[src/rtl/rnsp_pkg.sv]
// shared types, constants and helpers for the radix number string parser
// no dependencies
package rnsp_pkg;

  localparam int unsigned CHAR_W  = 8;
  localparam int unsigned RADIX_W = 5;
  localparam int unsigned VALUE_W = 32;
  localparam int unsigned DIGIT_W = 5;

  localparam logic [RADIX_W-1:0] RADIX_RESET = 5'd10;
  localparam logic [RADIX_W-1:0] RADIX_BIN   = 5'd2;
  localparam logic [RADIX_W-1:0] RADIX_OCT   = 5'd8;
  localparam logic [RADIX_W-1:0] RADIX_DEC   = 5'd10;
  localparam logic [RADIX_W-1:0] RADIX_HEX   = 5'd16;

  // digit value of a non-digit character
  localparam logic [DIGIT_W-1:0] DIGIT_NONE = 5'd16;

  localparam logic [CHAR_W-1:0] CH_NUL   = 8'h00;
  localparam logic [CHAR_W-1:0] CH_TAB   = 8'h09;
  localparam logic [CHAR_W-1:0] CH_CR    = 8'h0d;
  localparam logic [CHAR_W-1:0] CH_SPACE = 8'h20;
  localparam logic [CHAR_W-1:0] CH_PLUS  = 8'h2b;
  localparam logic [CHAR_W-1:0] CH_MINUS = 8'h2d;
  localparam logic [CHAR_W-1:0] CH_ZERO  = 8'h30;
  localparam logic [CHAR_W-1:0] CH_NINE  = 8'h39;
  localparam logic [CHAR_W-1:0] CH_UP_A  = 8'h41;
  localparam logic [CHAR_W-1:0] CH_UP_F  = 8'h46;
  localparam logic [CHAR_W-1:0] CH_LO_A  = 8'h61;
  localparam logic [CHAR_W-1:0] CH_LO_F  = 8'h66;
  localparam logic [CHAR_W-1:0] CH_UP_B  = 8'h42;
  localparam logic [CHAR_W-1:0] CH_LO_B  = 8'h62;
  localparam logic [CHAR_W-1:0] CH_UP_X  = 8'h58;
  localparam logic [CHAR_W-1:0] CH_LO_X  = 8'h78;

  typedef enum logic [1:0] {
    PH_SPACE,
    PH_PREFIX,
    PH_DIGITS,
    PH_FAIL
  } phase_t;

  // one classified character as it travels from front to back
  typedef struct packed {
    logic               is_nul;
    logic               is_space;
    logic               is_plus;
    logic               is_minus;
    logic               is_zero;
    logic               is_b;
    logic               is_x;
    logic [DIGIT_W-1:0] digit;
  } token_t;

  function automatic logic [DIGIT_W-1:0] digit_value(input logic [CHAR_W-1:0] c);
    logic [DIGIT_W-1:0] d;
    d = DIGIT_NONE;
    if (c >= CH_ZERO && c <= CH_NINE) begin
      d = DIGIT_W'(c - CH_ZERO);
    end else if (c >= CH_UP_A && c <= CH_UP_F) begin
      d = DIGIT_W'(c - CH_UP_A + 8'd10);
    end else if (c >= CH_LO_A && c <= CH_LO_F) begin
      d = DIGIT_W'(c - CH_LO_A + 8'd10);
    end
    return d;
  endfunction

endpackage

[src/rtl/rnsp_front.sv]
// front part: takes characters and classifies them into tokens for the queue
// depends on rnsp_pkg
module rnsp_front import rnsp_pkg::*; (
  input  logic              in_valid,
  output logic              in_stall,
  input  logic [CHAR_W-1:0] char_code,
  input  logic              q_full,
  output logic              push,
  output token_t            tok
);

  assign in_stall = q_full;
  assign push     = in_valid && !q_full;

  always_comb begin
    tok.is_nul   = (char_code == CH_NUL);
    tok.is_space = (char_code == CH_SPACE) || (char_code >= CH_TAB && char_code <= CH_CR);
    tok.is_plus  = (char_code == CH_PLUS);
    tok.is_minus = (char_code == CH_MINUS);
    tok.is_zero  = (char_code == CH_ZERO);
    tok.is_b     = (char_code == CH_UP_B) || (char_code == CH_LO_B);
    tok.is_x     = (char_code == CH_UP_X) || (char_code == CH_LO_X);
    tok.digit    = digit_value(char_code);
  end

endmodule

[src/rtl/rnsp_queue.sv]
// two-entry token queue between the front and back parts
// depends on rnsp_pkg
module rnsp_queue import rnsp_pkg::*; (
  input  logic   clk,
  input  logic   rst,
  input  logic   push,
  input  token_t push_tok,
  input  logic   pop,
  output token_t head_tok,
  output logic   empty,
  output logic   full
);

  token_t     mem [2];
  logic       wr_ptr;
  logic       rd_ptr;
  logic [1:0] count;

  assign empty    = (count == 2'd0);
  assign full     = (count == 2'd2);
  assign head_tok = mem[rd_ptr];

  always_ff @(posedge clk) begin
    if (push) begin
      mem[wr_ptr] <= push_tok;
    end
  end

  always_ff @(posedge clk) begin
    if (rst) begin
      wr_ptr <= 1'b0;
      rd_ptr <= 1'b0;
      count  <= 2'd0;
    end else begin
      if (push) wr_ptr <= !wr_ptr;
      if (pop) rd_ptr <= !rd_ptr;
      unique case ({push, pop})
        2'b10:   count <= count + 2'd1;
        2'b01:   count <= count - 2'd1;
        default: count <= count;
      endcase
    end
  end

endmodule

[src/rtl/rnsp_back.sv]
// back part: parse state machine, accumulator and the result register
// depends on rnsp_pkg
module rnsp_back import rnsp_pkg::*; (
  input  logic                      clk,
  input  logic                      rst,
  input  logic [RADIX_W-1:0]        radix,
  input  token_t                    tok,
  input  logic                      q_empty,
  output logic                      pop,
  output logic                      out_valid,
  input  logic                      out_stall,
  output logic signed [VALUE_W-1:0] value,
  output logic                      is_number
);

  phase_t               phase, phase_next;
  logic [VALUE_W-1:0]   acc, acc_next;
  logic                 negative, negative_next;
  logic                 saw_digit, saw_digit_next;
  logic                 trailing_junk, trailing_junk_next;
  logic                 out_valid_next;
  logic                 take_digit;
  logic                 digit_ok;
  logic [VALUE_W-1:0]   mac;
  logic [VALUE_W-1:0]   result_value;
  logic                 result_ok;

  // a terminator needs the result register free, anything else goes through
  assign pop = !q_empty && (!tok.is_nul || !out_valid || !out_stall);

  assign digit_ok = tok.digit < radix;
  assign mac      = acc * VALUE_W'(radix) + VALUE_W'(tok.digit);

  always_comb begin
    result_value = '0;
    result_ok    = 1'b0;
    if (phase == PH_DIGITS) begin
      result_value = negative ? (VALUE_W'(0) - acc) : acc;
      result_ok    = saw_digit && !trailing_junk;
    end
  end

  always_ff @(posedge clk) begin
    if (rst) begin
      phase         <= PH_SPACE;
      acc           <= '0;
      negative      <= 1'b0;
      saw_digit     <= 1'b0;
      trailing_junk <= 1'b0;
      out_valid     <= 1'b0;
    end else begin
      phase         <= phase_next;
      acc           <= acc_next;
      negative      <= negative_next;
      saw_digit     <= saw_digit_next;
      trailing_junk <= trailing_junk_next;
      out_valid     <= out_valid_next;
    end
  end

  always_ff @(posedge clk) begin
    if (pop && tok.is_nul) begin
      value     <= result_value;
      is_number <= result_ok;
    end
  end

  always_comb begin
    phase_next         = phase;
    acc_next           = acc;
    negative_next      = negative;
    saw_digit_next     = saw_digit;
    trailing_junk_next = trailing_junk;
    take_digit         = 1'b0;

    if (pop && tok.is_nul) begin
      out_valid_next = 1'b1;
    end else if (!out_stall) begin
      out_valid_next = 1'b0;
    end else begin
      out_valid_next = out_valid;
    end

    if (pop) begin
      if (tok.is_nul) begin
        phase_next         = PH_SPACE;
        acc_next           = '0;
        negative_next      = 1'b0;
        saw_digit_next     = 1'b0;
        trailing_junk_next = 1'b0;
      end else begin
        unique case (phase)
          PH_SPACE: begin
            if (!tok.is_space) begin
              if (radix == RADIX_DEC) begin
                phase_next = PH_DIGITS;
                if (tok.is_minus) begin
                  negative_next = 1'b1;
                end else if (!tok.is_plus) begin
                  take_digit = 1'b1;
                end
              end else if (radix == RADIX_BIN || radix == RADIX_OCT || radix == RADIX_HEX) begin
                if (!tok.is_zero) begin
                  phase_next = PH_FAIL;
                end else begin
                  phase_next = (radix == RADIX_OCT) ? PH_DIGITS : PH_PREFIX;
                end
              end else begin
                phase_next = PH_FAIL;
              end
            end
          end
          PH_PREFIX: begin
            if ((radix == RADIX_BIN && tok.is_b) || (radix == RADIX_HEX && tok.is_x)) begin
              phase_next = PH_DIGITS;
            end else begin
              phase_next = PH_FAIL;
            end
          end
          PH_DIGITS: take_digit = 1'b1;
          PH_FAIL:   phase_next = PH_FAIL;
          default:   phase_next = PH_FAIL;
        endcase
      end
    end

    if (take_digit && !trailing_junk) begin
      if (digit_ok) begin
        acc_next       = mac;
        saw_digit_next = 1'b1;
      end else begin
        trailing_junk_next = 1'b1;
      end
    end
  end

endmodule

[src/rtl/radix_number_string_parser.sv]
// top level of the radix number string parser
// depends on rnsp_pkg, rnsp_front, rnsp_queue, rnsp_back
//
// Takes one character per cycle, back to back, unless in_stall is high, and returns
// one result (value and is_number) for each NUL terminator. Accepted characters reach
// the parse logic through a two-entry queue; a result is registered on the output when
// its NUL is popped. Sustained rate is one character per cycle while nothing stalls,
// set by the combinational multiply-and-add step of the back part; a stalled result
// holds only the NUL behind it, while one further character queues up before in_stall
// rises. The radix register is written through cfg_wr_en / cfg_wr_data and resets to
// 10; write it only while the parser is idle, which the block itself does not enforce.
module radix_number_string_parser import rnsp_pkg::*; (
  input  logic                      clk,
  input  logic                      rst,
  input  logic                      cfg_wr_en,
  input  logic [RADIX_W-1:0]        cfg_wr_data,
  input  logic                      in_valid,
  output logic                      in_stall,
  input  logic [CHAR_W-1:0]         char_code,
  output logic                      out_valid,
  input  logic                      out_stall,
  output logic signed [VALUE_W-1:0] value,
  output logic                      is_number
);

  logic [RADIX_W-1:0] radix;
  logic               push;
  logic               pop;
  logic               q_empty;
  logic               q_full;
  token_t             front_tok;
  token_t             head_tok;

  always_ff @(posedge clk) begin
    if (rst) begin
      radix <= RADIX_RESET;
    end else if (cfg_wr_en) begin
      radix <= cfg_wr_data;
    end
  end

  rnsp_front u_front (
    .in_valid  (in_valid),
    .in_stall  (in_stall),
    .char_code (char_code),
    .q_full    (q_full),
    .push      (push),
    .tok       (front_tok)
  );

  rnsp_queue u_queue (
    .clk      (clk),
    .rst      (rst),
    .push     (push),
    .push_tok (front_tok),
    .pop      (pop),
    .head_tok (head_tok),
    .empty    (q_empty),
    .full     (q_full)
  );

  rnsp_back u_back (
    .clk       (clk),
    .rst       (rst),
    .radix     (radix),
    .tok       (head_tok),
    .q_empty   (q_empty),
    .pop       (pop),
    .out_valid (out_valid),
    .out_stall (out_stall),
    .value     (value),
    .is_number (is_number)
  );

endmodule

[config.mk]
export PLATFORM = sky130hd
export DESIGN_NAME = radix_number_string_parser
export DESIGN_NICKNAME = d
export VERILOG_FILES = /design/src/rtl/rnsp_pkg.sv /design/src/rtl/rnsp_front.sv /design/src/rtl/rnsp_queue.sv /design/src/rtl/rnsp_back.sv /design/src/rtl/radix_number_string_parser.sv
export SDC_FILE = /design/constraint.sdc
export NUM_CORES = 1
export LEC_CHECK = 0
export BUFFER_PORTS_ARGS = -buffer_cell sky130_fd_sc_hd__buf_2
export CAP_MARGIN = 10
export CORE_MARGIN = 1.5
export CORE_UTILIZATION = 42
export CTS_BUF_LIST = sky130_fd_sc_hd__clkbuf_16
export DETAILED_ROUTE_END_ITERATION = 6
export SKIP_LAST_GASP = 1
export SLEW_MARGIN = 20
export SYNTH_ARGS = -nofsm -noshare
export SYNTH_HDL_FRONTEND = slang
export SYNTH_SLANG_ARGS = --single-unit
[constraint.sdc]
create_clock -name clk -period 4.65 [get_ports clk]
set_input_delay 0.93 -clock clk [delete_from_list [all_inputs] [get_ports clk]]
set_output_delay 0.93 -clock clk [all_outputs]
set_load 0.005 [all_outputs]
Word-level counts from Yosys, hierarchy flattened
Memories as Yosys holds them, arrays and structs flattened. A register that Yosys moved wholly into a read port is not among the register bits.
Index checks and enable logic that the tools add are counted.
- add/sub/neg operators: 9
- magnitude comparators: 9
- multiply operators: 1
- eq/ne operators: 21
- multiplexer cells: 43
- reduce and logical (&&, ||, !) cells: 37
- operator list (cell ; number):
    $mux W32 ; 5
    $add A32 B5 Y32 ; 1
    $eq A8 B6 Y1 const B ; 4
    $eq A8 B7 Y1 const B ; 4
    $mul A32 B5 Y32 ; 1
    $sub A1 B32 Y32 const A ; 1
    $mux W1 ; 26
    $ge A8 B7 Y1 const B ; 2
    $le A8 B7 Y1 const B ; 2
    $mux W5 ; 3
    $mux W2 ; 6
    $logic_and A1 B1 Y1 ; 11
    $add A5 B4 Y5 const B ; 2
    $eq A5 B4 Y1 const B ; 2
    $sub A5 B1 Y5 const B ; 2
    $eq A2 B2 Y1 const B ; 4
    $ge A8 B4 Y1 const B ; 1
    $ge A8 B6 Y1 const B ; 1
    $le A8 B4 Y1 const B ; 1
    $le A8 B6 Y1 const B ; 1
    $logic_not A1 Y1 ; 8
    $logic_not A8 Y1 ; 1
    $logic_or A1 B1 Y1 ; 8
    $reduce_bool A2 Y1 ; 4
    16 further kinds ; 19
- flip-flop bits (word level): 80
- memories: 1
- output and inout port bits: 35
- memory bits (writable): 24
- memories (memory ; words ; width ; read ports ; clocked after Yosys merged registers in ; wr ports ; line ; RTL):
    u_queue.mem ; 2 ; 12 ; 1 ; 1 ; 1 ; rnsp_queue.sv:14 ; token_t mem [2];

Longest topological paths before layout
Gate-level depths: netlist of the first run.
- depth in word-level cells: 9
- gate-level depth with buffers: 19
- gate-level depth less buffers: 17

Hierarchy
A second synthesis of the first run with hierarchy kept.
- cells, all modules: 1126
- area total of the unflattened synthesis: 10415.0 um2
- by module, submodules not included (module ; times used ; cells each ; area each (um2) ; sequential area each (um2)):
    rnsp_back ; 1 ; 1005 ; 8824.7 ; 1751.7
    rnsp_queue ; 1 ; 59 ; 1066.0 ; 820.8
    rnsp_front ; 1 ; 46 ; 345.3 ; 0.0
    radix_number_string_parser ; 1 ; 16 ; 178.9 ; 100.1

Worst setup path after synthesis of the first run
OpenSTA, ideal clock, no wires.
- kind: register to register
- from: register with a tool-made name
- to: register u_back.acc[30]
- cell stages (with the launch flop): 18
- setup slack: -0.008 ns
- path buffers: 2
- data required time: 4.586 ns
- arrival: 4.593 ns
- setup time: 0.064 ns
- cells stage by stage: dfxtp_1 -> buf_2 -> buf_1 -> mux2_2 -> inv_1 -> fa_1 -> fa_1 -> fa_1 -> inv_1 -> ha_1 -> a211oi_1 -> o211ai_1 -> and3_1 -> a21oi_1 -> o21ai_0 -> a21oi_1 -> mux2_2 -> nand3_1
- RTL lines (item ; line ; RTL):
    end signal: assignment ; rnsp_back.sv:53 ; acc <= acc_next;
    end: declaration ; rnsp_back.sv:17 ; logic [VALUE_W-1:0] acc, acc_next;

==> summary.txt, run 1 <==
STA
  • Number of hold violations in the final report: 0
  • Worst max-slew margin expressed relative to the limit: a little under half
  • Final setup viols: 0
  • Final clock skew: ~0.014 ns
  • Final max-slew violation count: 0
  • Highest clock frequency the design can meet: about 220 MHz
  • Transition time at the pin with the least slew margin: around 0.8 ns
  • Tcrit/Tclk final: 96.1%
  • TNS Setup: 0 ns
  • Unrepaired setup endpoints after global routing: true
  • Final critical-path required period: roughly 4.5 ns

Clock network
  • Root Buffer Master: sky130_fd_sc_hd__clkbuf_16
  • Clock tree from TritonCTS: done
  • CTS Sinks: between 100 and 150
  • Number of H-tree levels: 3
  • Maximum clock insertion buffer count: 2
  • Clock insertion delay at the later pin of the skew report: between 0.3 and 0.4 ns
  • Clock transition at the register clock pins on the worst setup and hold paths after CTS: roughly 0.09 ns
  • CTS buffer count: 9

Floorplan
  • Core region area: 23500 sq um
  • Die span in x: around 160 um
  • Site row count: 56
  • Number of ports placed on the die boundary: 53
  • Die extent in y: around 160 um
  • Starting utilization of the core area: between 40% and 50%
  • Floorplan die area: 25000 sq um

Power
  • Worst ir drop on vdd: approximately 0.19 mV
  • Power per unit of standard cell area: roughly 270 nW/um^2
  • Leakage power total: between 5 and 6 nW

Routing
  • Violation count after the first detailed-routing iteration: about 510
  • Remaining DRCs: 0
  • Detailed Routing Iterations Pass 1: 5
  • Via count: around 7700
  • Detailed-route vias per instance: 5.18
  • Sum of routed wire length over all layers: 23.8 mm
  • Post-detailed-route count of antenna-violating nets: 0
  • Routed wire per std cell: roughly 16 um

Place
  • DP HPWL: about 18 mm
  • Final estimated routing congestion in global placement: about 0.86
  • Total instance count after detailed placement: approximately 1500
  • Number of buffers inserted by port buffering: 52

Synthesis
  • Mean cell area of the mapped netlist: between 8 and 9 sq um
  • Syn Nets: between 1000 and 1500
  • Number of synthesized register bits: around 110
  • Most instantiated flip-flop cell in the synthesis netlist: sky130_fd_sc_hd__edfxtp_1
  • Count of mapped cells out of synthesis: roughly 1100
  • Proportion of register bits with asynchronous set or reset after synthesis: 0%
  • Share of synthesized area occupied by flip-flops and latches: about a quarter
  • Distinct cells, synth: 67
  • Cell area after synthesis: ~10000 sq um
  • Number of synthesized flops with an enable pin: between 50 and 60
  • Yosys warning total: 0

Worst setup path
  • Required @ worst endpoint: between 4 and 5 ns
  • Cells along the critical path: mux2_2 -> inv_1 -> fa_1 -> fa_1 -> fa_1 -> inv_1 -> ha_1 -> buf_4 -> o21ai_1 -> o211ai_1 -> and3_1 -> a21boi_2 -> o21bai_1 -> a31oi_1 -> xnor2_1 -> a22o_1
  • Terminus of the critical flop-to-flop path: u_back.acc[25]$_SDFF_PP0_
  • Largest incremental delay on the critical path: between 0.5 and 0.6 ns
  • CP top delay family: adder cells
  • Critical path type: reg2reg
  • Critical Path AT: 4.73 ns
  • Kind of capture point of the worst setup path: flip-flop
  • Crit-path most repeated cell: sky130_fd_sc_hd__fa_1
  • Buffering stage count on the worst path with inverters included: 3
  • Critical Path Fanout Max: 4
  • R2r worst-path depth: 16
  • Setup crit start kind: flip-flop
  • Worst reg2reg setup slack: around 0.18 ns
  • Max stage delay cell, worst path: sky130_fd_sc_hd__fa_1

Layout
  • Layout cell share with drive strength beyond 1: around 12%
  • Area grow syn2layout: 10.5%
  • Post-layout nets: around 1300
  • Final cell count without fillers: about 1500
  • Number of inserted filler cells in the final layout: ~2300
  • Layout Utilization: between 40% and 50%

Status
  • Status: finished, final reports clean

Hold path
  • Worst Hold Endpoint: u_back.saw_digit$_SDFF_PP0_
  • Class of the most critical hold timing path: reg2reg
  • Min-Delay Startpoint: u_back.saw_digit$_SDFF_PP0_
  • Hold Crit Depth: 1

Global routing
  • Maximum number of pins on one net before global-route repair: 34
  • Initial antenna violation count: 0
  • Vias in the first global route: 7735
  • All-layer global routing usage: roughly 21%
  • Global-route wire length before repair: roughly 40 mm
  • Total grt overflow: 0

Flow run
  • Number of max-cap violations: 0
==> cell type report <==
type	count	area (sq um)	share of cell area (%)
Antenna cell	1	2.50	0.0224
Clock buffer	9	225	2.01
Clock inverter	7	75.1	0.671
Inverter	165	619	5.54
Multi-Input combinational cell	794	6620	59.2
Sequential cell	105	2680	24.0
Tap cell	319	399	3.57
Timing Repair Buffer	93	568	5.08
==> worst reg2reg max path: stages (launching register included) <==
cell and delay, ns:
sky130_fd_sc_hd__dfxtp_1 0.41, sky130_fd_sc_hd__mux2_2 0.38, sky130_fd_sc_hd__inv_1 0.07, sky130_fd_sc_hd__fa_1 0.43, sky130_fd_sc_hd__fa_1 0.48, sky130_fd_sc_hd__fa_1 0.56, sky130_fd_sc_hd__inv_1 0.04, sky130_fd_sc_hd__ha_1 0.32
sky130_fd_sc_hd__buf_4 0.16, sky130_fd_sc_hd__o21ai_1 0.18, sky130_fd_sc_hd__o211ai_1 0.15, sky130_fd_sc_hd__and3_1 0.27, sky130_fd_sc_hd__a21boi_2 0.27, sky130_fd_sc_hd__o21bai_1 0.15, sky130_fd_sc_hd__a31oi_1 0.23, sky130_fd_sc_hd__xnor2_1 0.09
sky130_fd_sc_hd__a22o_1 0.19
==> repair_timing <==
action | in CTS | in global routing
pin swaps | 0 | 3
hold buffers | 0 | 0
endpoints found under the setup margin | 7 | 11
resized for setup | 2 | 12
setup buffers | 0 | 0
==> cells in the final DEF (no fill, tap or decap), drive strengths merged, types with 16 or more instances in the layout <==
cell and instances:
dfxtp 48, xor2 42, inv 167, buf 93
nand2 57, o21ai 33, and2 131, a21oi 77
ha 72, xnor2 25, nor2 84, edfxtp 57
fa 87, nand3 16
==> where the power goes <==
part | switching [mW] | leakage (nW) | total (mW) | internal, mW
clock network | 0.419 | 0.143 | 0.800 | 0.381
logic | 0.609 | 4.11 | 0.985 | 0.376
registers | 0.0772 | 0.933 | 1.20 | 1.12
==> how the worst max path moves through the flow <==
stage | startpoint | endpoint | slack [ns] | cells past startpoint
4_1_cts | radix[4]$_SDFFE_PP0P_ | u_back.acc[30]$_SDFF_PP0_ | 0.06 | 16
6_report | flip-flop | u_back.acc[25]$_SDFF_PP0_ | 0.18 | 16
3_5_place_dp | radix[2]$_SDFFE_PP0P_ | u_back.acc[30]$_SDFF_PP0_ | -0.07 | 15
5_1_grt | flip-flop | u_back.acc[21]$_SDFF_PP0_ | -0.05 | 16
2_1_floorplan | flip-flop | u_back.acc[30]$_SDFF_PP0_ | 0.15 | 17
3_3_place_gp | radix[2]$_SDFFE_PP0P_ | u_back.acc[28]$_SDFF_PP0_ | -0.02 | 15
==> synth_stat cells, types with 2 or more instances <==
library cell	instances	area [sq um]
sky130_fd_sc_hd__nand2b_1	7	43.8
sky130_fd_sc_hd__and2_1	131	820
sky130_fd_sc_hd__buf_2	6	30.0
sky130_fd_sc_hd__mux2_2	7	78.8
sky130_fd_sc_hd__or4_4	3	33.8
sky130_fd_sc_hd__nor4_1	8	50.1
sky130_fd_sc_hd__or4_1	2	15.0
sky130_fd_sc_hd__o21bai_1	5	37.5
sky130_fd_sc_hd__xor2_1	42	368
sky130_fd_sc_hd__and4b_1	2	20.0
sky130_fd_sc_hd__nor3_1	12	60.1
sky130_fd_sc_hd__o211ai_1	5	37.5
sky130_fd_sc_hd__a21o_1	12	90.1
sky130_fd_sc_hd__a21oi_1	77	385
sky130_fd_sc_hd__o21ai_1	4	20.0
sky130_fd_sc_hd__nor4b_1	2	17.5
sky130_fd_sc_hd__a2111o_1	2	22.5
sky130_fd_sc_hd__edfxtp_1	57	1710
sky130_fd_sc_hd__mux2i_1	9	90.1
sky130_fd_sc_hd__a211oi_1	8	60.1
sky130_fd_sc_hd__nor3b_1	4	30.0
sky130_fd_sc_hd__o21a_1	5	37.5
sky130_fd_sc_hd__a2111oi_0	2	17.5
sky130_fd_sc_hd__nor4_4	2	42.5
sky130_fd_sc_hd__xnor2_1	25	219
sky130_fd_sc_hd__o31ai_1	11	82.6
sky130_fd_sc_hd__inv_1	165	619
sky130_fd_sc_hd__clkbuf_1	51	191
sky130_fd_sc_hd__nand3b_1	2	15.0
sky130_fd_sc_hd__nand4_1	3	18.8
sky130_fd_sc_hd__nand2_1	57	214
sky130_fd_sc_hd__buf_1	3	11.3
sky130_fd_sc_hd__o21ai_0	29	145
sky130_fd_sc_hd__nand3_1	15	75.1
sky130_fd_sc_hd__or3_1	7	43.8
sky130_fd_sc_hd__a22o_1	10	87.6
sky130_fd_sc_hd__fa_1	87	1740
sky130_fd_sc_hd__nor2b_1	7	43.8
sky130_fd_sc_hd__dfxtp_1	48	961
sky130_fd_sc_hd__ha_1	72	901
sky130_fd_sc_hd__o41ai_1	2	17.5
sky130_fd_sc_hd__or2_2	2	12.5
sky130_fd_sc_hd__and3_1	5	31.3
sky130_fd_sc_hd__nor2_1	84	315
sky130_fd_sc_hd__a31oi_1	5	31.3
==> registers in the layout, indices dropped and copies added (netlist names), named ones only <==
| signal | count |
|---|---|
| u_back.saw_digit | 1 |
| u_queue.count | 2 |
| u_back.trailing_junk | 1 |
| u_back.negative | 1 |
| u_back.value | 32 |
| u_back.acc | 32 |
| u_back.is_number | 1 |
| u_queue.wr_ptr | 1 |
| u_queue.mem | 24 |
| radix | 5 |
| u_back.phase | 2 |
| u_queue.rd_ptr | 1 |
| u_back.out_valid | 1 |
==> stage by stage <==
stage | worst slack (ns) | hold WS [ns] | power, mW | cell area [sq um]
after floorplan | 0.154 | 0.418 | 1.87 | 10100
after global placement | -0.0237 | 0.439 | 2.20 | 10800
after detailed placement | -0.0710 | 0.437 | 2.21 | 10800
after CTS | 0.0626 | 0.459 | 3.01 | 11100
after global routing | -0.0500 | 0.476 | 3.18 | 11200
final | 0.183 | 0.463 | 2.98 | 11200
==> cell families after synthesis <==
group,Yosys count,synth area share [%]
AND/OR/NAND/NOR,360,19.3
flip-flops,105,26.4
adder cells (fa/ha/maj),159,26.1
AO/OA/AOI/OAI,192,12.1
multiplexers,16,1.67
buffers and inverters,227,8.60
XOR/XNOR,67,5.80
==> layer usage <==
| metal | track usage (%) | wire [um] | vias to the layer above |
|---|---|---|---|
| met1 | 28.8 | 11500 | 3785 |
| met4 | 4.90 | 306 | 0 |
| met2 | 33.6 | 11000 | 157 |
| li1 | - | - | 3768 |
| met3 | 2.87 | 1000 | 19 |
| met5 | 0 | 0 | - |
No activity file was read; power rests on OpenSTA's default activity.
==> inputs of run 2 (changes only) <==
--- a/config.mk
+++ b/config.mk
@@ -7,7 +7,7 @@
 export LEC_CHECK = 0
 export BUFFER_PORTS_ARGS = -buffer_cell sky130_fd_sc_hd__buf_2
 export CAP_MARGIN = 10
-export CORE_MARGIN = 1.5
+export CORE_MARGIN = 2
 export CORE_UTILIZATION = 42
 export CTS_BUF_LIST = sky130_fd_sc_hd__clkbuf_16
 export DETAILED_ROUTE_END_ITERATION = 6
==> run 2 against run 1 <==
Cell count up 0.27%. Wire length up 0.27%. Clock power is 2% higher. Die area grew 1.3%. Via count fell by 0.53%. Worst hold slack improved by 0.0012 ns. Core utilization increased by 0.22 points. Setup slack improved by 0.0018 ns. Design area is 0.47% higher. Highest routed layer unchanged.
==> summary.txt, run 2 (synthesized netlist as in run 1, its figures left out) <==
Routing
  • Remaining DRCs: 0 (unchanged)
  • Detailed-route vias per instance: 5.14 (-0.80%)
  • Routed wire per std cell: 15.9 um (about the same)
  • Via count: 7688 (-0.53%)
  • Sum of routed wire length over all layers: 23.8 mm (+0.27%)
  • Detailed Routing Iterations Pass 1: 5 (unchanged)
  • Violation count after the first detailed-routing iteration: 426 (-16%)
  • Post-detailed-route count of antenna-violating nets: 0 (unchanged)

Global routing
  • Global routing met1 resource utilization: 26.8% (-2.0 points)
  • All-layer global routing usage: 19.6% (-0.97 points)
  • Maximum number of pins on one net before global-route repair: 34 (unchanged)
  • Total grt overflow: 0 (unchanged)
  • Global-route wire length before repair: 40.4 mm (+0.60%)
  • GR Util met3: 2.32% (-0.56 points)
  • Gr busiest metal: met2
  • Vias in the first global route: 7884 (+1.9%)
  • Global Route met2 Usage: 33.2% (-0.36 points)
  • Initial antenna violation count: 1 (+1)

Clock network
  • Number of H-tree levels: 3 (unchanged)
  • Clock transition at the register clock pins on the worst setup and hold paths after CTS: 0.10 ns (about the same)
  • Root Buffer Master: sky130_fd_sc_hd__clkbuf_16
  • Clock tree from TritonCTS: done
  • Clock insertion delay at the later pin of the skew report: 0.37 ns (about the same)
  • Maximum clock insertion buffer count: 2 (unchanged)
  • CTS Sinks: 105 (unchanged)
  • CTS buffer count: 9 (unchanged)

Place
  • Final estimated routing congestion in global placement: 0.875 (+1.9%)
  • Instance area at placement: 10900 sq um (+0.32%)
  • DP HPWL: 18.2 mm (-0.21%)
  • Number of buffers inserted by port buffering: 52 (unchanged)
  • Pre-CTS setup slack: -0.0105 ns (+0.0605 ns)

STA
  • Final setup viols: 0 (unchanged)
  • Number of hold violations in the final report: 0 (unchanged)
  • Final clock skew: 0.0214 ns (+0.00741 ns)
  • Tcrit/Tclk final: 96.0% (about the same)
  • Final critical-path required period: 4.47 ns (-0.00176 ns)
  • Transition time at the pin with the least slew margin: 0.650 ns (-0.131 ns)
  • Highest clock frequency the design can meet: 224 MHz (about the same)
  • Worst max-slew margin expressed relative to the limit: 55.5% (+7.8 points)
  • Unrepaired setup endpoints after global routing: false
  • Setup WS post-layout: 0.184 ns (+0.00176 ns)
  • Final max-slew violation count: 0 (unchanged)

Floorplan
  • Core region area: 23500 sq um (unchanged)
  • Die extent in y: 159 um (+0.63%)
  • Starting utilization of the core area: 43.0% (unchanged)
  • Number of ports placed on the die boundary: 53 (unchanged)
  • Site row count: 56 (unchanged)
  • Floorplan die area: 25400 sq um (+1.3%)
  • Die span in x: 159 um (+0.63%)

Worst setup path
  • Largest incremental delay on the critical path: 0.54 ns (-0.02 ns)
  • CP top delay family: adder cells
  • Max stage delay cell, worst path: sky130_fd_sc_hd__fa_1
  • Buffering stage count on the worst path with inverters included: 3 (unchanged)
  • Crit-path most repeated cell: sky130_fd_sc_hd__fa_1
  • Critical Path AT: 4.68 ns (-0.05 ns)
  • Required @ worst endpoint: 4.87 ns (-0.04 ns)
  • Setup crit start kind: flip-flop
  • Critical path type: reg2reg
  • Kind of capture point of the worst setup path: flip-flop
  • Critical Path Fanout Max: 12 (+8)
  • Cells along the critical path: buf_4 -> and2_1 -> fa_1 -> fa_1 -> inv_1 -> fa_1 -> inv_1 -> ha_1 -> a211oi_2 -> o211ai_1 -> and3_2 -> a21bo_2 -> a21o_1 -> a21o_1 -> xnor2_1 -> a21oi_1

Status
  • Status: finished, final reports clean

Layout
  • Area grow syn2layout: 11.1%
  • Number of inserted filler cells in the final layout: 2340 (+0.60%)
  • Multi-input gate area in the final layout: 6610 sq um (about the same)
  • Most frequent cells in the layout: sky130_fd_sc_hd__inv_1, sky130_fd_sc_hd__and2_1, sky130_fd_sc_hd__fa_1, sky130_fd_sc_hd__nor2_1, sky130_fd_sc_hd__a21oi_1
  • Layout Cell Area excl Fill: 11200 sq um (+0.47%)
  • Most common library cell in the layout ignoring fill and taps: sky130_fd_sc_hd__inv_1
  • Seq. cell area: 2680 sq um (-0.19%)
  • Post-layout nets: 1349 (+0.30%)
  • Top Registers: u_back.acc (32), u_back.value (32), u_queue.mem (24)
  • Layout cell share with drive strength beyond 1: 12.5% (+0.21 points)
  • Layout Utilization: 47.8% (+0.22 points)

Power
  • Worst ir drop on vdd: 0.173 mV (-8.5%)
  • Power per unit of standard cell area: 268 nW/um^2 (+0.37%)
  • Leakage power total: 5.23 nW (+0.74%)

Flow run
  • Number of max-cap violations: 0 (unchanged)

Hold path
  • Class of the most critical hold timing path: reg2reg
run 2: cell types whose count changed in the layout (fill, tap and decap cells not counted), moves of 2 or more:
cell                      before  now
sky130_fd_sc_hd__and3_1        5    3
sky130_fd_sc_hd__and3_2        0    2
sky130_fd_sc_hd__buf_6         0    2
sky130_fd_sc_hd__o21ai_1       6    9
sky130_fd_sc_hd__o21ai_0      27   24
sky130_fd_sc_hd__dfxtp_1      44   46
run 2: through the flow:
step / power [mW] / instances / setup TNS [ns] / hold slack (ns)
after global placement: 2.20 / 1479 / 0 / 0.429
after detailed placement: 2.22 / 1479 / -0.0181 / 0.440
final: 3.01 / 1497 / 0 / 0.464
after floorplan: 1.87 / 1126 / 0 / 0.418
after global routing: 3.19 / 1497 / 0 / 0.494
after CTS: 3.03 / 1495 / 0 / 0.463
run 2: path summary, 6_finish.rpt:
| path | cells after the start | to | slack (ns) | from |
|---|---|---|---|---|
| max | 16 | u_back.acc[16]$_SDFF_PP0_ | 0.18 | radix[4]$_SDFFE_PP0P_ |
| min | 1 | u_back.saw_digit$_SDFF_PP0_ | 0.46 | u_back.saw_digit$_SDFF_PP0_ |
| max reg2reg | 16 | u_back.acc[16]$_SDFF_PP0_ | 0.18 | radix[4]$_SDFFE_PP0P_ |
| min reg2reg | 1 | u_back.saw_digit$_SDFF_PP0_ | 0.46 | u_back.saw_digit$_SDFF_PP0_ |
run 2: metal layers:
| metal | up-vias | share of wire [%] | wire length (um) |
|---|---|---|---|
| met3 | 31 | 2.9 | 686 |
| li1 | 3780 | - | - |
| met5 | - | 0 | 0 |
| met4 | 0 | 1.9 | 449 |
| met2 | 129 | 47 | 11300 |
| met1 | 3748 | 48 | 11400 |
run 2: final cells by class:
cell class | instances | share of cell area [%]
inverter | 165 | 5.51
clock inverter | 7 | 0.790
tap | 319 | 3.55
multi-input combinational | 794 | 58.8
antenna | 1 | 0.0223
timing repair buffer | 97 | 5.50
clock buffer | 9 | 2.00
sequential | 105 | 23.8
run 2: report_power, final:
group | switching (mW) | internal, mW | total, mW
sequential | 0.0770 | 1.12 | 1.20
clock | 0.426 | 0.389 | 0.815
combinational | 0.616 | 0.378 | 0.994
total | 1.12 | 1.89 | 3.01
run 2: timing repair:
action	in CTS	in global routing
hold buffers	0	0
endpoints found under the setup margin	4	13
gates resized for setup	1	15
pin swaps	0	2
buffers inserted	0	1
==> inputs of run 3 (changes only) <==
--- a/config.mk
+++ b/config.mk
@@ -11,6 +11,7 @@
 export CORE_UTILIZATION = 42
 export CTS_BUF_LIST = sky130_fd_sc_hd__clkbuf_16
 export DETAILED_ROUTE_END_ITERATION = 6
+export PLACE_DENSITY = 0.62
 export SKIP_LAST_GASP = 1
 export SLEW_MARGIN = 20
 export SYNTH_ARGS = -nofsm -noshare
==> run 3 against run 2 <==
Sequential power barely moved. Via count rose by 0.16%. Clock skew fell by 0.0058 ns. Global-route usage fell by 0.17 points. Wire length fell by 0.64%. Cell count rose by 0.67%. Core utilization rose by 0.39 points. First-iteration DRC count fell by 15%. Flip-flop and latch count did not move. Register-to-register slack improved by 0.02 ns. Critical path type unchanged. Largest cell class unchanged. Largest power group unchanged.
==> summary.txt, run 3 (synthesized netlist as in run 1, its figures left out) <==
STA
  • Setup WS post-layout: 0.200 ns (+0.0153 ns)
  • Unrepaired setup endpoints after global routing: true
  • TNS Setup: 0 ns (unchanged)
  • Final max-slew violation count: 0 (unchanged)
  • Final setup viols: 0 (unchanged)
  • Worst max-slew margin expressed relative to the limit: 30.2% (-25 points)
  • Transition time at the pin with the least slew margin: 1.04 ns (+0.392 ns)
  • Number of hold violations in the final report: 0 (unchanged)
  • Highest clock frequency the design can meet: 225 MHz (+0.34%)
  • Tcrit/Tclk final: 95.7% (-0.33 points)
  • Final clock skew: 0.0156 ns (-0.00580 ns)
  • Final critical-path required period: 4.45 ns (-0.0153 ns)

Worst setup path
  • Kind of capture point of the worst setup path: flip-flop
  • Setup crit start kind: flip-flop
  • Critical path type: reg2reg
  • Critical Path Fanout Max: 10 (-2)
  • Critical Path AT: 4.71 ns (+0.03 ns)
  • Required @ worst endpoint: 4.91 ns (+0.04 ns)

Clock network
  • Clock tree from TritonCTS: done
  • Root Buffer Master: sky130_fd_sc_hd__clkbuf_16
  • CTS Sinks: 105 (unchanged)
  • Clock transition at the register clock pins on the worst setup and hold paths after CTS: 0.09 ns (about the same)
  • Post-CTS Hold Buffers: 0 (unchanged)
  • CTS buffer count: 9 (unchanged)
  • Maximum clock insertion buffer count: 2 (unchanged)
  • Number of H-tree levels: 3 (unchanged)
  • Clock insertion delay at the later pin of the skew report: 0.37 ns (about the same)

Routing
  • Detailed-route vias per instance: 5.11 (-0.51%)
  • Remaining DRCs: 0 (unchanged)
  • Via count: 7700 (+0.16%)
  • Post-detailed-route count of antenna-violating nets: 0 (unchanged)
  • Violation count after the first detailed-routing iteration: 362 (-15%)
  • Detailed Routing Iterations Pass 1: 5 (unchanged)
  • Routed wire per std cell: 15.7 um (-1.3%)
  • Sum of routed wire length over all layers: 23.7 mm (-0.64%)

Flow run
  • Number of max-cap violations: 0 (unchanged)

Layout
  • Layout cell share with drive strength beyond 1: 13.5% (+0.98 points)
  • Layout Cell Area excl Fill: 11300 sq um (+0.81%)
  • Post-layout nets: 1360 (+0.82%)
  • Area grow syn2layout: 12.0%
  • Diode count: 0 (-1)
  • Most frequent cells in the layout: sky130_fd_sc_hd__inv_1, sky130_fd_sc_hd__and2_1, sky130_fd_sc_hd__fa_1, sky130_fd_sc_hd__nor2_1, sky130_fd_sc_hd__a21oi_1
  • Final cell count without fillers: 1507 (+0.67%)
  • Top Registers: u_back.acc (32), u_back.value (32), u_queue.mem (24)
  • Most common library cell in the layout ignoring fill and taps: sky130_fd_sc_hd__inv_1

Power
  • Total power: 3.01 mW (+0.17%)
  • Power per unit of standard cell area: 266 nW/um^2 (-0.63%)
  • Leakage power total: 5.28 nW (+1.0%)
  • Worst ir drop on vdd: 0.260 mV (+50%)

Floorplan
  • Floorplan die area: 25400 sq um (unchanged)
  • Die extent in y: 159 um (unchanged)
  • Die span in x: 159 um (unchanged)
  • Number of ports placed on the die boundary: 53 (unchanged)
  • Site row count: 56 (unchanged)
  • Core region area: 23500 sq um (unchanged)
  • Starting utilization of the core area: 43.0% (unchanged)

Global routing
  • All-layer global routing usage: 19.5% (-0.17 points)
  • Total grt overflow: 0 (unchanged)
  • Vias in the first global route: 7667 (-2.8%)
  • Initial antenna violation count: 0 (-1)
  • Global-route wire length before repair: 39.9 mm (-1.2%)
  • Maximum number of pins on one net before global-route repair: 37 (+8.8%)

Place
  • Pre-CTS setup slack: -0.0410 ns (-0.0305 ns)
  • DP HPWL: 18.1 mm (-0.17%)
  • Number of buffers inserted by port buffering: 52 (unchanged)
  • Instance area at placement: 11000 sq um (+0.69%)
  • Final estimated routing congestion in global placement: 0.855 (-2.4%)
  • Total instance count after detailed placement: 1489 (+0.68%)

Status
  • Status: finished, final reports clean

Hold path
  • Class of the most critical hold timing path: reg2reg
==> run 3: cell types whose count changed in the layout (fill, tap and decap cells not counted), sizes merged <==
cell / delta
buf: +11
clkinv: -1
diode: -1
inv: +1
==> run 3: critical path, cell delays in order (launching register included) <==
cell	delay (ns)
sky130_fd_sc_hd__dfxtp_1	0.60
sky130_fd_sc_hd__and2_1	0.22
sky130_fd_sc_hd__fa_1	0.45
sky130_fd_sc_hd__fa_1	0.55
sky130_fd_sc_hd__inv_1	0.06
sky130_fd_sc_hd__fa_1	0.53
sky130_fd_sc_hd__inv_1	0.04
sky130_fd_sc_hd__ha_1	0.34
sky130_fd_sc_hd__a21oi_1	0.23
sky130_fd_sc_hd__o21a_1	0.19
sky130_fd_sc_hd__o311ai_0	0.13
sky130_fd_sc_hd__a21oi_1	0.20
sky130_fd_sc_hd__nor2_1	0.10
sky130_fd_sc_hd__o41ai_1	0.38
sky130_fd_sc_hd__xnor2_1	0.11
sky130_fd_sc_hd__a22o_1	0.22
==> run 3: area by class of cell <==
cell class	count	area [sq um]
inverters	165	619
multi-input cells	794	6610
fillers	2262	12200
well taps	319	399
clock buffers	9	225
flip-flops and latches	105	2690
clock inverters	7	88.8
repair buffers	108	706
==> run 3: stage by stage <==
step / hold WS [ns] / util [%]
2_1_floorplan: 0.418 / -
3_3_place_gp: 0.431 / 46.5
3_5_place_dp: 0.438 / 46.5
4_1_cts: 0.460 / 47.9
5_1_grt: 0.484 / 48.1
6_report: 0.471 / 48.1
==> run 3: worst paths after layout <==
kind | from | end | slack, ns | cells after the start
setup reg to reg | u_back.acc[10]$_SDFF_PP0_ | u_back.acc[28]$_SDFF_PP0_ | 0.20 | 15
hold reg to reg | u_back.saw_digit$_SDFF_PP0_ | u_back.saw_digit$_SDFF_PP0_ | 0.47 | 1
hold / removal | u_back.saw_digit$_SDFF_PP0_ | u_back.saw_digit$_SDFF_PP0_ | 0.47 | 1
setup / recovery | u_back.acc[10]$_SDFF_PP0_ | u_back.acc[28]$_SDFF_PP0_ | 0.20 | 15
==> run 3: power by group <==
group | internal (mW) | switching [mW]
Combinational | 0.388 | 0.614
Clock | 0.392 | 0.424
Sequential | 1.12 | 0.0724
==> run 3: per-layer routing <==
layer  vias to the layer above  global-route usage [%]  part of all wire [%]
li1                       3801                       -                     -
met1                      3769                    26.9                    48
met2                       108                    33.1                    48
met3                        22                    2.19                   2.5
met4                         0                    4.09                   1.4
met5                         -                       0                     0
==> run 3: what timing repair did <==
action,4_1_cts,5_1_grt
cloned,0,0
buffers inserted,0,2
pin swaps,0,2
endpoints found under the hold margin,0,0
gates resized for setup,2,17
endpoints found under the setup margin,8,14
